[config.mk]
export PLATFORM = sky130hd
export DESIGN_NAME = vt_escape_utf8_parser_flat
export DESIGN_NICKNAME = d
export VERILOG_FILES = /design/src/design/vep_pkg.sv /design/src/design/vep_if.sv /design/src/design/vep_ctrl.sv /design/src/design/vep_datapath.sv /design/src/design/vt_escape_utf8_parser.sv /design/src/flat_wrapper.sv
export SDC_FILE = /design/constraint.sdc
export NUM_CORES = 1
export LEC_CHECK = 0
export ABC_CLOCK_PERIOD_IN_PS = 4600
export BUFFER_PORTS_ARGS = -buffer_cell sky130_fd_sc_hd__buf_2
export CAP_MARGIN = 20
export CORE_ASPECT_RATIO = 1.4
export CORE_MARGIN = 2
export CORE_UTILIZATION = 63
export DETAILED_ROUTE_END_ITERATION = 12
export GPL_TIMING_DRIVEN = 0
export PLACE_DENSITY = 0.8
export SYNTH_ARGS = -nofsm -noshare
export SYNTH_HDL_FRONTEND = slang
export SYNTH_SLANG_ARGS = --single-unit
[constraint.sdc]
create_clock -name i_clk -period 4.6 [get_ports i_clk]
set_input_delay 0.23 -clock i_clk [delete_from_list [all_inputs] [get_ports i_clk]]
set_output_delay 0.23 -clock i_clk [all_outputs]
set_load 0.02 [all_outputs]
[src/design/vep_pkg.sv]
// ----------------------------------------------------------------------------
// vep_pkg: shared types and constants of the terminal escape and UTF-8 parser
// Byte codes, event kinds, state encodings and the command and status
// structs that join the controller to the datapath.
// ----------------------------------------------------------------------------
package vep_pkg;

    localparam int DEFAULT_MAX_PARAMS  = 32;
    localparam int DEFAULT_PARAM_LIMIT = 65535;

    localparam int EV_SLOTS = 3;
    localparam int SLOT_W   = 2;

    localparam logic [7:0] B_BEL    = 8'h07;
    localparam logic [7:0] B_ESC    = 8'h1B;
    localparam logic [7:0] B_SP     = 8'h20;
    localparam logic [7:0] B_INT_HI = 8'h2F;
    localparam logic [7:0] B_DIG0   = 8'h30;
    localparam logic [7:0] B_DIG9   = 8'h39;
    localparam logic [7:0] B_SEMI   = 8'h3B;
    localparam logic [7:0] B_FIN_LO = 8'h40;
    localparam logic [7:0] B_CSI    = 8'h5B;
    localparam logic [7:0] B_BSL    = 8'h5C;
    localparam logic [7:0] B_OSC    = 8'h5D;
    localparam logic [7:0] B_FIN_HI = 8'h7E;
    localparam logic [7:0] B_DEL    = 8'h7F;

    localparam logic [20:0] CP_REPLACEMENT = 21'h00FFFD;

    typedef enum logic [2:0] {
        K_PRINT     = 3'd0,
        K_EXECUTE   = 3'd1,
        K_ESC_FINAL = 3'd2,
        K_CSI_PARAM = 3'd3,
        K_OSC_BYTE  = 3'd4,
        K_OSC_END   = 3'd5
    } t_kind;

    typedef enum logic [2:0] {
        P_GROUND,
        P_ESC,
        P_CSI,
        P_CSI_IGN,
        P_OSC,
        P_OSC_ESC
    } t_parse_state;

    typedef enum logic [1:0] {
        C_IDLE,
        C_EVENTS,
        C_READ,
        C_PARAMS
    } t_ctrl_state;

    typedef struct packed {
        t_kind       kind;
        logic [20:0] value;
        logic [7:0]  csi_final;
    } t_slot;

    typedef struct packed {
        logic              take;
        logic              load_evt;
        logic              load_par;
        logic              rd_en;
        logic              last;
        logic [SLOT_W-1:0] slot_sel;
    } t_cmd;

    typedef struct packed {
        logic              pre_disp;
        logic [SLOT_W-1:0] pre_n;
        logic [SLOT_W-1:0] ev_n;
        logic              out_free;
    } t_status;

endpackage

[src/design/vep_if.sv]
// ----------------------------------------------------------------------------
// vep_if: stream interfaces of the parser
// The byte channel into the block and the event channel out of it, each
// with valid, ready and its payload.
// ----------------------------------------------------------------------------
interface vep_byte_if;
    logic       valid;
    logic       ready;
    logic [7:0] data_byte;

    modport source (output valid, output data_byte, input ready);
    modport sink (input valid, input data_byte, output ready);
endinterface

interface vep_event_if;
    logic        valid;
    logic        ready;
    logic [2:0]  event_kind;
    logic [20:0] event_value;
    logic [7:0]  csi_final;
    logic [4:0]  param_index;
    logic [5:0]  param_count;
    logic        last;

    modport source (
        output valid, output event_kind, output event_value, output csi_final,
        output param_index, output param_count, output last, input ready
    );
    modport sink (
        input valid, input event_kind, input event_value, input csi_final,
        input param_index, input param_count, input last, output ready
    );
endinterface

[src/design/vep_ctrl.sv]
// ----------------------------------------------------------------------------
// vep_ctrl: event sequencing controller
// Accepts bytes and steps the datapath through the events that each byte
// causes, including the parameter memory reads of a CSI dispatch.
// ----------------------------------------------------------------------------
module vep_ctrl
    import vep_pkg::*;
#(
    parameter int MAX_PARAMS = DEFAULT_MAX_PARAMS,
    localparam int IW = (MAX_PARAMS > 1) ? $clog2(MAX_PARAMS) : 1,
    localparam int CW = $clog2(MAX_PARAMS + 1)
) (
    input  logic          i_clk,
    input  logic          i_rst_n,
    input  logic          i_in_valid,
    output logic          o_in_ready,
    input  t_status       i_status,
    input  logic [CW-1:0] i_disp_cnt,
    output t_cmd          o_cmd,
    output logic [IW-1:0] o_rd_addr,
    output logic [IW-1:0] o_par_idx
);

    t_ctrl_state       r_state, n_state;
    logic [SLOT_W-1:0] r_sidx, n_sidx;
    logic [IW-1:0]     r_pidx, n_pidx;
    logic              slot_last;
    logic              par_last;

    always_ff @(posedge i_clk) begin
        if (!i_rst_n) begin
            r_state <= C_IDLE;
            r_sidx  <= '0;
            r_pidx  <= '0;
        end else begin
            r_state <= n_state;
            r_sidx  <= n_sidx;
            r_pidx  <= n_pidx;
        end
    end

    assign slot_last = (r_sidx + SLOT_W'(1)) == i_status.ev_n;
    assign par_last  = (CW'(r_pidx) + CW'(1)) == i_disp_cnt;
    assign o_par_idx = r_pidx;

    always_comb begin
        n_state    = r_state;
        n_sidx     = r_sidx;
        n_pidx     = r_pidx;
        o_cmd      = '0;
        o_in_ready = 1'b0;
        o_rd_addr  = r_pidx;
        case (r_state)
            C_IDLE: begin
                o_in_ready = 1'b1;
            end
            C_EVENTS: begin
                if (i_status.out_free) begin
                    o_cmd.load_evt = 1'b1;
                    o_cmd.slot_sel = r_sidx;
                    o_cmd.last     = slot_last;
                    if (slot_last) begin
                        o_in_ready = 1'b1;
                        n_state    = C_IDLE;
                    end else begin
                        n_sidx = r_sidx + SLOT_W'(1);
                    end
                end
            end
            C_READ: begin
                o_cmd.rd_en = 1'b1;
                n_state     = C_PARAMS;
            end
            C_PARAMS: begin
                if (i_status.out_free) begin
                    o_cmd.load_par = 1'b1;
                    o_cmd.last     = par_last;
                    if (par_last) begin
                        n_state = C_IDLE;
                    end else begin
                        o_cmd.rd_en = 1'b1;
                        o_rd_addr   = r_pidx + IW'(1);
                        n_pidx      = r_pidx + IW'(1);
                    end
                end
            end
            default: begin
                n_state = C_IDLE;
            end
        endcase
        if (o_in_ready && i_in_valid) begin
            o_cmd.take = 1'b1;
            n_sidx     = '0;
            n_pidx     = '0;
            if (i_status.pre_disp) begin
                n_state = C_READ;
            end else if (i_status.pre_n != '0) begin
                n_state = C_EVENTS;
            end else begin
                n_state = C_IDLE;
            end
        end
    end

endmodule

[src/design/vep_datapath.sv]
// ----------------------------------------------------------------------------
// vep_datapath: parser state, UTF-8 decoder, parameter memory and output
// Decodes each byte into up to three events or a CSI dispatch, keeps the
// CSI parameters in a memory and drives the event output register.
// ----------------------------------------------------------------------------
module vep_datapath
    import vep_pkg::*;
#(
    parameter int MAX_PARAMS  = DEFAULT_MAX_PARAMS,
    parameter int PARAM_LIMIT = DEFAULT_PARAM_LIMIT,
    localparam int IW = (MAX_PARAMS > 1) ? $clog2(MAX_PARAMS) : 1,
    localparam int CW = $clog2(MAX_PARAMS + 1)
) (
    input  logic          i_clk,
    input  logic          i_rst_n,
    input  logic [7:0]    i_data_byte,
    input  t_cmd          i_cmd,
    input  logic [IW-1:0] i_rd_addr,
    input  logic [IW-1:0] i_par_idx,
    output t_status       o_status,
    output logic [CW-1:0] o_disp_cnt,
    vep_event_if.source   o_event
);

    typedef struct packed {
        logic              esc;
        logic [SLOT_W-1:0] n;
        t_slot             s0;
        t_slot             s1;
        logic [1:0]        rem;
        logic [20:0]       acc;
    } t_ground;

    function automatic t_slot mk_slot(input t_kind kind, input logic [20:0] value,
                                      input logic [7:0] fin);
        t_slot s;
        s.kind      = kind;
        s.value     = value;
        s.csi_final = fin;
        return s;
    endfunction

    function automatic t_ground ground_eval(input logic [7:0] b, input logic [1:0] rem,
                                            input logic [20:0] acc);
        t_ground     g;
        logic        have;
        t_slot       x;
        logic [1:0]  r2;
        g     = '0;
        g.rem = rem;
        g.acc = acc;
        have  = 1'b0;
        x     = mk_slot(K_PRINT, CP_REPLACEMENT, 8'h00);
        r2    = rem - 2'd1;
        if (b == B_ESC) begin
            g.esc = 1'b1;
        end else if (b < B_SP || b == B_DEL) begin
            g.n  = SLOT_W'(1);
            g.s0 = mk_slot(K_EXECUTE, {13'b0, b}, 8'h00);
        end else if (rem != 2'd0 && b[7:6] == 2'b10) begin
            g.acc = {acc[14:0], b[5:0]};
            g.rem = r2;
            if (r2 == 2'd0) begin
                g.n  = SLOT_W'(1);
                g.s0 = mk_slot(K_PRINT, {acc[14:0], b[5:0]}, 8'h00);
            end
        end else begin
            if (rem != 2'd0) begin
                g.rem = 2'd0;
                g.n   = SLOT_W'(1);
                g.s0  = mk_slot(K_PRINT, CP_REPLACEMENT, 8'h00);
            end
            if (b[7] == 1'b0) begin
                have = 1'b1;
                x    = mk_slot(K_PRINT, {13'b0, b}, 8'h00);
            end else if (b[7:5] == 3'b110) begin
                g.acc = {16'b0, b[4:0]};
                g.rem = 2'd1;
            end else if (b[7:4] == 4'b1110) begin
                g.acc = {17'b0, b[3:0]};
                g.rem = 2'd2;
            end else if (b[7:3] == 5'b11110) begin
                g.acc = {18'b0, b[2:0]};
                g.rem = 2'd3;
            end else begin
                have = 1'b1;
            end
            if (have) begin
                if (g.n == '0) begin
                    g.s0 = x;
                end else begin
                    g.s1 = x;
                end
                g.n = g.n + SLOT_W'(1);
            end
        end
        return g;
    endfunction

    t_parse_state      r_pstate, n_pstate;
    logic [1:0]        r_rem, n_rem;
    logic [20:0]       r_acc, n_acc;
    logic [15:0]       r_cur, n_cur;
    logic              r_seen, n_seen;
    logic [CW-1:0]     r_scnt, n_scnt;
    logic [SLOT_W-1:0] r_ev_n, n_ev_n;
    t_slot             r_slot [EV_SLOTS];
    t_slot             n_slot [EV_SLOTS];
    logic [7:0]        r_fin;
    logic              pre_disp;
    logic              wr_en;
    logic              room;
    logic [19:0]       prod;
    t_ground           g;

    logic [15:0]       r_mem [MAX_PARAMS];
    logic [15:0]       r_rd_data;

    logic              r_out_valid;
    t_kind             r_out_kind;
    logic [20:0]       r_out_value;
    logic [7:0]        r_out_fin;
    logic [4:0]        r_out_idx;
    logic [5:0]        r_out_cnt;
    logic              r_out_last;
    t_slot             sel_slot;

    assign room = r_scnt < CW'(MAX_PARAMS);
    assign prod = ({4'b0, r_cur} << 3) + ({4'b0, r_cur} << 1) + {16'b0, i_data_byte[3:0]};
    assign g    = ground_eval(i_data_byte, r_rem, r_acc);

    always_comb begin
        n_pstate = r_pstate;
        n_rem    = r_rem;
        n_acc    = r_acc;
        n_cur    = r_cur;
        n_seen   = r_seen;
        n_scnt   = r_scnt;
        n_ev_n   = '0;
        pre_disp = 1'b0;
        wr_en    = 1'b0;
        for (int i = 0; i < EV_SLOTS; i++) begin
            n_slot[i] = '0;
        end
        case (r_pstate)
            P_ESC: begin
                n_pstate = P_GROUND;
                if (i_data_byte == B_CSI) begin
                    n_scnt   = '0;
                    n_cur    = '0;
                    n_seen   = 1'b0;
                    n_pstate = P_CSI;
                end else if (i_data_byte == B_OSC) begin
                    n_pstate = P_OSC;
                end else if (i_data_byte >= B_SP && i_data_byte < B_DEL) begin
                    n_ev_n    = SLOT_W'(1);
                    n_slot[0] = mk_slot(K_ESC_FINAL, {13'b0, i_data_byte}, 8'h00);
                end
            end
            P_CSI: begin
                if (i_data_byte >= B_DIG0 && i_data_byte <= B_DIG9) begin
                    if (prod > 20'(PARAM_LIMIT)) begin
                        n_cur = 16'(PARAM_LIMIT);
                    end else begin
                        n_cur = prod[15:0];
                    end
                    n_seen = 1'b1;
                end else if (i_data_byte == B_SEMI) begin
                    if (room) begin
                        wr_en  = 1'b1;
                        n_scnt = r_scnt + CW'(1);
                    end
                    n_cur  = '0;
                    n_seen = 1'b1;
                end else if (i_data_byte >= B_FIN_LO && i_data_byte <= B_FIN_HI) begin
                    if (r_seen && room) begin
                        wr_en  = 1'b1;
                        n_scnt = r_scnt + CW'(1);
                    end
                    if (r_scnt == '0 && !(r_seen && room)) begin
                        n_ev_n    = SLOT_W'(1);
                        n_slot[0] = mk_slot(K_CSI_PARAM, 21'd0, i_data_byte);
                    end else begin
                        pre_disp = 1'b1;
                    end
                    n_pstate = P_GROUND;
                end else if (i_data_byte == B_ESC) begin
                    n_pstate = P_ESC;
                end else if (i_data_byte >= B_SP && i_data_byte <= B_INT_HI) begin
                    n_pstate = P_CSI_IGN;
                end else if (i_data_byte < B_SP) begin
                    n_ev_n    = SLOT_W'(1);
                    n_slot[0] = mk_slot(K_EXECUTE, {13'b0, i_data_byte}, 8'h00);
                end
            end
            P_CSI_IGN: begin
                if (i_data_byte >= B_FIN_LO && i_data_byte <= B_FIN_HI) begin
                    n_pstate = P_GROUND;
                end else if (i_data_byte == B_ESC) begin
                    n_pstate = P_ESC;
                end
            end
            P_OSC: begin
                if (i_data_byte == B_BEL) begin
                    n_ev_n    = SLOT_W'(1);
                    n_slot[0] = mk_slot(K_OSC_END, 21'd0, 8'h00);
                    n_pstate  = P_GROUND;
                end else if (i_data_byte == B_ESC) begin
                    n_pstate = P_OSC_ESC;
                end else begin
                    n_ev_n    = SLOT_W'(1);
                    n_slot[0] = mk_slot(K_OSC_BYTE, {13'b0, i_data_byte}, 8'h00);
                end
            end
            P_OSC_ESC: begin
                n_ev_n    = SLOT_W'(1);
                n_slot[0] = mk_slot(K_OSC_END, 21'd0, 8'h00);
                n_pstate  = P_GROUND;
                if (i_data_byte != B_BSL) begin
                    n_ev_n    = SLOT_W'(1) + g.n;
                    n_slot[1] = g.s0;
                    n_slot[2] = g.s1;
                    n_rem     = g.rem;
                    n_acc     = g.acc;
                    if (g.esc) begin
                        n_pstate = P_ESC;
                    end
                end
            end
            default: begin
                n_ev_n    = g.n;
                n_slot[0] = g.s0;
                n_slot[1] = g.s1;
                n_rem     = g.rem;
                n_acc     = g.acc;
                n_pstate  = g.esc ? P_ESC : P_GROUND;
            end
        endcase
    end

    always_ff @(posedge i_clk) begin
        if (!i_rst_n) begin
            r_pstate <= P_GROUND;
            r_rem    <= '0;
            r_acc    <= '0;
            r_cur    <= '0;
            r_seen   <= 1'b0;
            r_scnt   <= '0;
            r_ev_n   <= '0;
        end else if (i_cmd.take) begin
            r_pstate <= n_pstate;
            r_rem    <= n_rem;
            r_acc    <= n_acc;
            r_cur    <= n_cur;
            r_seen   <= n_seen;
            r_scnt   <= n_scnt;
            r_ev_n   <= n_ev_n;
        end
    end

    always_ff @(posedge i_clk) begin
        if (i_cmd.take) begin
            r_slot <= n_slot;
            r_fin  <= i_data_byte;
        end
    end

    always_ff @(posedge i_clk) begin
        if (i_cmd.take && wr_en) begin
            r_mem[r_scnt[IW-1:0]] <= r_cur;
        end
        if (i_cmd.rd_en) begin
            r_rd_data <= r_mem[i_rd_addr];
        end
    end

    assign sel_slot = r_slot[i_cmd.slot_sel];

    always_ff @(posedge i_clk) begin
        if (!i_rst_n) begin
            r_out_valid <= 1'b0;
        end else if (i_cmd.load_evt || i_cmd.load_par) begin
            r_out_valid <= 1'b1;
        end else if (o_event.ready) begin
            r_out_valid <= 1'b0;
        end
    end

    always_ff @(posedge i_clk) begin
        if (i_cmd.load_evt) begin
            r_out_kind  <= sel_slot.kind;
            r_out_value <= sel_slot.value;
            r_out_fin   <= sel_slot.csi_final;
            r_out_idx   <= '0;
            r_out_cnt   <= '0;
            r_out_last  <= i_cmd.last;
        end else if (i_cmd.load_par) begin
            r_out_kind  <= K_CSI_PARAM;
            r_out_value <= {5'b0, r_rd_data};
            r_out_fin   <= r_fin;
            r_out_idx   <= 5'(i_par_idx);
            r_out_cnt   <= 6'(r_scnt);
            r_out_last  <= i_cmd.last;
        end
    end

    assign o_status.pre_disp = pre_disp;
    assign o_status.pre_n    = n_ev_n;
    assign o_status.ev_n     = r_ev_n;
    assign o_status.out_free = !r_out_valid || o_event.ready;
    assign o_disp_cnt        = r_scnt;

    assign o_event.valid       = r_out_valid;
    assign o_event.event_kind  = r_out_kind;
    assign o_event.event_value = r_out_value;
    assign o_event.csi_final   = r_out_fin;
    assign o_event.param_index = r_out_idx;
    assign o_event.param_count = r_out_cnt;
    assign o_event.last        = r_out_last;

endmodule

[src/design/vt_escape_utf8_parser.sv]
// ----------------------------------------------------------------------------
// vt_escape_utf8_parser: terminal escape sequence parser with UTF-8 decoding
// Turns a raw terminal byte stream into print, execute, escape, CSI and OSC
// events.
// ----------------------------------------------------------------------------
// Bytes arrive on i_byte and events leave on o_event; each transfer happens
// when valid and ready are both high, and the last event caused by a byte
// carries last set.
// The sequencer loads the events of a taken byte from slot registers into
// the output register in order. Bytes that cause no event or a single
// event stream at one per cycle while the receiver does not stall; a byte
// that causes k events, at most three outside a CSI final, sends them in turn.
// A CSI final with n stored parameters is handled in steps: decode of the
// byte, the first parameter memory read, and then one parameter per cycle
// from the single read port of that memory while the receiver does not stall.
// When the receiver stalls, the output register holds its event and the
// sequencer waits; no byte is taken while events of the previous one remain.
// Synchronous reset returns the parser to the ground state with no pending
// UTF-8 sequence, no stored parameters and an empty output register.
// ----------------------------------------------------------------------------
module vt_escape_utf8_parser
    import vep_pkg::*;
#(
    parameter int MAX_PARAMS  = DEFAULT_MAX_PARAMS,
    parameter int PARAM_LIMIT = DEFAULT_PARAM_LIMIT
) (
    input  logic        i_clk,
    input  logic        i_rst_n,
    vep_byte_if.sink    i_byte,
    vep_event_if.source o_event
);

    localparam int IW = (MAX_PARAMS > 1) ? $clog2(MAX_PARAMS) : 1;
    localparam int CW = $clog2(MAX_PARAMS + 1);

    t_cmd          w_cmd;
    t_status       w_status;
    logic [IW-1:0] w_rd_addr;
    logic [IW-1:0] w_par_idx;
    logic [CW-1:0] w_disp_cnt;
    logic          w_in_ready;

    assign i_byte.ready = w_in_ready;

    vep_ctrl #(
        .MAX_PARAMS (MAX_PARAMS)
    ) u_ctrl (
        .i_clk      (i_clk),
        .i_rst_n    (i_rst_n),
        .i_in_valid (i_byte.valid),
        .o_in_ready (w_in_ready),
        .i_status   (w_status),
        .i_disp_cnt (w_disp_cnt),
        .o_cmd      (w_cmd),
        .o_rd_addr  (w_rd_addr),
        .o_par_idx  (w_par_idx)
    );

    vep_datapath #(
        .MAX_PARAMS  (MAX_PARAMS),
        .PARAM_LIMIT (PARAM_LIMIT)
    ) u_datapath (
        .i_clk       (i_clk),
        .i_rst_n     (i_rst_n),
        .i_data_byte (i_byte.data_byte),
        .i_cmd       (w_cmd),
        .i_rd_addr   (w_rd_addr),
        .i_par_idx   (w_par_idx),
        .o_status    (w_status),
        .o_disp_cnt  (w_disp_cnt),
        .o_event     (o_event)
    );

endmodule

[src/flat_wrapper.sv]
// flat-port wrapper written by rule: the top's interface ports become plain ports
module vt_escape_utf8_parser_flat import vep_pkg::*;
#(
    parameter int MAX_PARAMS  = DEFAULT_MAX_PARAMS,
    parameter int PARAM_LIMIT = DEFAULT_PARAM_LIMIT
)
  (i_clk, i_rst_n, i_byte_valid, i_byte_data_byte, i_byte_ready, o_event_valid, o_event_event_kind, o_event_event_value, o_event_csi_final, o_event_param_index, o_event_param_count, o_event_last, o_event_ready);
  vep_byte_if i_byte_i ();
  vep_event_if o_event_i ();
  input  logic i_clk;
  input  logic i_rst_n;
  input wire logic [$bits(i_byte_i.valid)-1:0] i_byte_valid;
  input wire logic [$bits(i_byte_i.data_byte)-1:0] i_byte_data_byte;
  output wire logic [$bits(i_byte_i.ready)-1:0] i_byte_ready;
  output wire logic [$bits(o_event_i.valid)-1:0] o_event_valid;
  output wire logic [$bits(o_event_i.event_kind)-1:0] o_event_event_kind;
  output wire logic [$bits(o_event_i.event_value)-1:0] o_event_event_value;
  output wire logic [$bits(o_event_i.csi_final)-1:0] o_event_csi_final;
  output wire logic [$bits(o_event_i.param_index)-1:0] o_event_param_index;
  output wire logic [$bits(o_event_i.param_count)-1:0] o_event_param_count;
  output wire logic [$bits(o_event_i.last)-1:0] o_event_last;
  input wire logic [$bits(o_event_i.ready)-1:0] o_event_ready;
  assign i_byte_i.valid = i_byte_valid;
  assign i_byte_i.data_byte = i_byte_data_byte;
  assign i_byte_ready = i_byte_i.ready;
  assign o_event_valid = o_event_i.valid;
  assign o_event_event_kind = o_event_i.event_kind;
  assign o_event_event_value = o_event_i.event_value;
  assign o_event_csi_final = o_event_i.csi_final;
  assign o_event_param_index = o_event_i.param_index;
  assign o_event_param_count = o_event_i.param_count;
  assign o_event_last = o_event_i.last;
  assign o_event_i.ready = o_event_ready;
  vt_escape_utf8_parser #(.MAX_PARAMS(MAX_PARAMS), .PARAM_LIMIT(PARAM_LIMIT)) u_core (.i_clk(i_clk), .i_rst_n(i_rst_n), .i_byte(i_byte_i), .o_event(o_event_i));
endmodule
== After elaboration in Yosys (flattened, before gate mapping) ==
Memories as Yosys holds them, arrays and structs flattened. A register that Yosys moved wholly into a read port is not among the register bits.
Cells that the tools add are included.
Storage, ports and cells
  flip-flop bits (word level): 209
  latch bits: 0
  bits in writable memories: 512
  memory bits (read-only): 0
  input bits: 12
  output and inout bits: 46
  memories: 1
Cells by class
  add/subtract/negate cells: 9
  $mul: 0
  divide/modulo/power cells: 0
  order comparisons: 11
  equality and inequality tests: 36
  shift-type cells: 0
  multiplexer cells: 141
  bitwise gates (word level): 4
  reduce and logical (&&, ||, !) cells: 33
Memories
  u_core.u_datapath.r_mem: depth 32, bits a word 16, rd ports 1, clocked after Yosys merged registers in 1, wr ports 1, line vep_datapath.sv:116  | logic [15:0] r_mem [MAX_PARAMS];
Operator list (number)
  $mux W32: 10
  $mux W34: 5
  $pmux W32 S5: 1
  $mux W31: 4
  $mux W23: 5
  $mux W30: 3
  $mux W89: 1
  $mux W33: 2
  $mux W66: 1
  $bmux W32 S2: 1
  $mux W16: 4
  $mux W64: 1
  $pmux W32 S2: 1
  $mux W21: 3
  $mux W55: 1
  $mux W1: 47
  $mux W3: 15
  $pmux W21 S2: 1
  $mux W6: 6
  $pmux W16 S2: 1
  $ne A3 B3 Y1 const B: 10
  $mux W2: 13
  $eq A8 B7 Y1 const B: 3
  $mux W24: 1
  57 further kinds: 94

== Logic depth before layout (Yosys ltp) ==
  word-level depth: 19
  depth in mapped cells: 13
  gate-level depth less buffers: 11

== By module ==
A second synthesis with hierarchy kept.
Second synthesis, totals
  cell total of the unflattened synthesis: 1713
  area total of the unflattened synthesis: 29124.2 µm²
Modules (own cells, without submodules)
  vep_datapath: times used 1, cells each 1609, area an instance 28287.1 µm², sequential area each 20089.3 µm²
  vep_ctrl: times used 1, cells each 104, area an instance 837.1 µm², sequential area each 180.2 µm²

== Least setup slack after synthesis ==
Ideal clock, no wire load.
  path type: flip-flop to flip-flop
  from: reg u_core.u_datapath.r_cur[0]
  to: reg u_core.u_datapath.r_cur[13]
  setup time: 0.061 ns
  arrival: 3.734 ns
  path slack: 0.805 ns
  cell stages (with the launch flop): 12
  buffers on the path: 1
  period minus slack after synthesis: 3.795 ns
  cells stage by stage: dfxtp_1 fa_1 fa_1 a21o_1 nand4_1 a21boi_0 o31ai_1 a211oi_1 or2_2 a31oi_1 clkbuf_1 a221o_1
Between the ends
  longest elaborated chain between the ends: 6
Ends and longest elaborated chain
  from (decl): line vep_datapath.sv:103  | logic [15:0] r_cur, n_cur;
  from (signal assigned): line vep_datapath.sv:254  | r_cur <= n_cur;
  $add A19 B17 Y20 (*): line vep_datapath.sv:129  | assign prod = ({4'b0, r_cur} << 3) + ({4'b0, r_cur} << 1) + {16'b0, i_data_byte[3:0]};
  $add A20 B4 Y20 (*): line vep_datapath.sv:129
  $gt A20 B16 Y1: line vep_datapath.sv:162  | if (prod > 20'(PARAM_LIMIT)) begin
  $mux W16 (*): line vep_datapath.sv:162
  $mux W16 (*): line vep_datapath.sv:161  | if (i_data_byte >= B_DIG0 && i_data_byte <= B_DIG9) begin
  $pmux W16 S2 (*): line vep_datapath.sv:145  | case (r_pstate)
Mark *: on every way between the ends. The rest lies on a longest branch, timed or not.
A chain may end at the register's enable or synchronous reset.

== Worst setup path in the final report ==
  from: reg u_core.u_ctrl.r_pidx[1], in the netlist u_core.u_ctrl.o_par_idx[1]
  to: reg u_core.u_datapath.r_rd_data[2] (read register of u_core.u_datapath.r_mem), data pin
Between the ends
  longest elaborated chain between the ends: 5
  elaborated cells on any way between the ends: 9
  those cells by class: add/sub (2); eq/ne (1); mux (6)
Ends and longest elaborated chain
  from (decl): line vep_ctrl.sv:26  | logic [IW-1:0] r_pidx, n_pidx;
  from (signal assigned): line vep_ctrl.sv:38  | r_pidx <= n_pidx;
  $add A5 B1 Y6: line vep_ctrl.sv:43  | assign par_last = (CW'(r_pidx) + CW'(1)) == i_disp_cnt;
  $eq A6 B6 Y1: line vep_ctrl.sv:43
  $mux W1 / $mux W5 (equally long branches): line vep_ctrl.sv:78  | if (par_last) begin
  $mux W3 / $mux W5 (equally long branches)
  $pmux W1 S2 / $mux W5 (equally long branches): line vep_ctrl.sv:53  | case (r_state)
  to (decl): line vep_datapath.sv:117  | logic [15:0] r_rd_data;
Parallel ways exist; a longest one is shown, timed or not.

==> impl_metrics.csv <==
group,metric,value,unit
placement,dpl.hpwl,59400,um
synth,netlist_area,30100,um2
die,die_h,263,um
detailed_routing,dr_total_vias,22100,
detailed_routing,drc,0,
global_routing,grt_start_max_net_pins,42,
placement,place_congestion,0.995,
cells_and_area,final_cells,3210,
synth,syn_inst,2376,
timing,fin_crit_sh,101,%
timing,setup_slack,-0.0651,ns
synth,synth_edf_count,631,
detailed_routing,antenna_left,0,
status,outcome,"finished with violations",
cells_and_area,final_cell_area,33800,um2
detailed_routing,totalWireLength,86400,um
cells_and_area,final_common_cell,"edfxtp_1",
global_routing,grt_pass1_wl,128000,um
cells_and_area,antennaDiodeCount,0,
clocking,cts_tree,"done",
worst_hold_path,hold_class,"in -> reg",
clocking,clk_pin_slew,0.06,ns
global_routing,antenna_found_initial,0,
timing,period_needed,4.67,ns
power,p_leak,12.1,nW
timing,worstMarginPinSlew,1.05,ns
cells_and_area,drive_gt1_share,11.9,%
die,start_util,63.9,%
placement,dp_slack,-0.350,ns
timing,finClkSkew,0.0221,ns
cells_and_area,areaGrowthSynthToFinish,12.3,%
worst_setup_path,crit_required,4.93,ns
worst_setup_path,worstSetupPathType,"reg -> reg",
worst_setup_path,slowest_delay,0.58,ns
detailed_routing,wl_per_cell,26.9,um
worst_setup_path,crit_start,"u_core.u_ctrl.o_par_idx[1]$_SDFF_PP0_",
worst_setup_path,cp-end-kind,"flop",
timing,relSlewSlack,29.7,%
die,core.rowCount,94,
global_routing,grt_pass1_vias,21500,
detailed_routing,wl_met1,29000,um
timing,rsz0062_at_grt,"yes",
synth,avgSynthCellArea,12.7,um2
worst_setup_path,worstPathArrival,5.00,ns
synth,yosys_warnings,0,
worst_setup_path,critPathSlowestCell,"a41oi_1",
clocking,cts_root_buf,"clkbuf_16",
timing,hold_viol,0,
clocking,clk_latency,0.65,ns
cells_and_area,final_cell_mix,"631 x edfxtp_1, 407 x nand3_1, 232 x o21ai_0",
power,p_per_area,399,nW/um2
cells_and_area,multi_input_area,9040,um2
power,max-vdd-ir-drop,0.350,mV
detailed_routing,wl_met3,8820,um
synth,async_reset_ff_share,0,%
timing,whs,0.161,ns
clocking,cts_buffers,60,
cells_and_area,regArea,20300,um2
timing,finalMaxSlewViolations,0,
synth,ys_seq_elements,697,
detailed_routing,dr_wl_met2,42200,um
die,io_pins,58,
worst_setup_path,startpoint_type,"flop",
cells_and_area,layout.nets,2590,
clocking,cts_num_sinks,697,
cells_and_area,fillers,3117,
die,core,47000,um2
timing,final-setup-viol-count,25,
worst_setup_path,cp_max_fo,10,
power,total_power,13.5,mW
worst_setup_path,worstPathCellList,"ha_1 -> xnor2_1 -> nand2_1 -> nor4_2 -> a21boi_0 -> buf_2 -> o31ai_2 -> buf_2 -> buf_2 -> nand3_1 -> a41oi_1 -> a2111oi_0",
synth,yosys_most_used_dff,"edfxtp_1",
status,failed_checks,"setup timing",
clocking,htree_levels,2,
worst_hold_path,holdCritStartpoint,"i_rst_n",
job,maxCapViolCount,0,
global_routing,grtUsageTotal,34.8,%
placement,port_buffers,57,
worst_setup_path,r2r_start,"u_core.u_ctrl.o_par_idx[1]$_SDFF_PP0_",
timing,max_freq,214,MHz
synth,ys_seq_area_share,67.4,%
placement,placed_cell_area,31600,um2
synth,syn_nets,2429,
synth,yosysUniqueCellTypes,79,
die,dieArea,49500,um2
clocking,cts_buffer_depth,3,
die,die_w,189,um
detailed_routing,firstDrtPassIters,6,
detailed_routing,viasPerCell,6.87,
detailed_routing,highest_layer,"met4",
placement,place_inst,3090,
worst_setup_path,cpMostUsedCell,"buf_2",
global_routing,gr-total-overflow,0,
detailed_routing,dr.first_iter.drc_count,2859,
-- power breakdown --
part           total [mW]  switching, mW  internal (mW)  leakage, nW
registers            7.20         0.0774           7.12         7.12
clock network        5.17           2.27           2.90        0.988
logic                1.10          0.762          0.334         3.95
-- routing by layer --
metal,global-route usage [%],vias to the layer above
met4,22.6,0
met3,7.28,363
met1,40.6,10600
met5,0,-
met2,58.3,1537
li1,-,9546
-- cell type report --
type,count,share of cell area [%]
well taps,624,2.31
clock inverters,30,0.967
plain buffers,186,2.31
inverters,28,0.311
clock buffers,81,4.96
flip-flops and latches,697,60.1
repair buffers,99,2.25
multi-input cells,1465,26.8
-- through the flow --
step,util (%),setup TNS [ns]
after floorplan,-,0
after global placement,66.2,-74.06
after detailed placement,67.1,-2.98
after CTS,71.6,-2.66
after global routing,71.8,-3.37
final,71.8,-0.479
-- cells in the mapped netlist (all sizes together), types with 15 or more instances --
cell type,count,area [um2]
a2111o,16,180
a2111oi,16,203
a211oi,51,383
a21oi,62,314
a221o,16,160
a41oi,48,420
and3,66,413
buf,63,315
clkbuf,123,462
dfxtp,66,1320
edfxtp,631,18900
ha,39,488
inv,28,105
mux2i,41,410
nand2,112,423
nand3,408,2050
nor2,106,398
nor2b,18,113
nor3,18,90.1
o21a,17,128
o21ai,234,1180
o31ai,15,126
xnor2,16,140
-- repair_timing --
action | in CTS | in global routing
hold endpoints to repair | 10 | 0
hold buffers | 9 | 0
setup buffers | 0 | 0
resized for setup | 5 | 32
setup endpoints to repair | 105 | 398
-- cell families (layout without fill, tap and decap cells) --
group                    Yosys count  after routing  synth area share (%)
AO/OA/AOI/OAI                    568            568                  12.8
XOR/XNOR                          24             24                 0.699
adder cells (fa/ha/maj)           41             41                  1.76
buffers and inverters            214            424                  2.93
flip-flops                       697            697                  67.4
multiplexers                      42             42                  1.40
other                              1              1                0.0125
AND/OR/NAND/NOR                  789            789                  13.0
-- worst max-delay path: cells and delay by family, from the launching register on --
kind,cells,cell delay [ns]
AO/OA/AOI/OAI,4,1.49
buffers and inverters,3,1.05
AND/OR/NAND/NOR,3,0.77
flip-flops,1,0.50
adder cells (fa/ha/maj),1,0.32
XOR/XNOR,1,0.20
-- worst paths after layout --
path / endpoint / slack, ns / cells past startpoint
setup / recovery: u_core.u_datapath.r_rd_data[2]$_DFFE_PP_ / -0.07 / 12
hold / removal: u_core.u_ctrl.o_par_idx[4]$_SDFF_PP0_ / 0.16 / 3
setup reg to reg: u_core.u_datapath.r_rd_data[2]$_DFFE_PP_ / -0.07 / 12
hold reg to reg: u_core.u_datapath.o_event.param_count[0]$_SDFFE_PP0P_ / 0.45 / 2
-- state kept, by name (all words and copies together), names as in the netlist, 2 cells and up --
signal and count:
u_core.u_datapath.r_acc 15, u_core.u_ctrl.r_sidx 2, u_core.u_datapath.o_event.param_count 6, u_core.u_datapath.o_disp_cnt 6, u_core.u_datapath.o_event.event_value 21, u_core.u_datapath.r_pstate 3, u_core.u_datapath.r_mem 512, u_core.u_datapath.o_event.event_kind 3
u_core.u_datapath.r_cur 16, u_core.u_ctrl.r_state 2, u_core.u_datapath.r_fin 8, u_core.u_ctrl.o_par_idx 5, u_core.u_datapath.o_event.param_index 5, u_core.u_datapath.r_ev_n 2, u_core.u_datapath.r_rd_data 16, u_core.u_datapath.r_slot 62
u_core.u_datapath.o_event.csi_final 8, u_core.u_datapath.r_rem 2
Power figures use the tool's default switching activity.
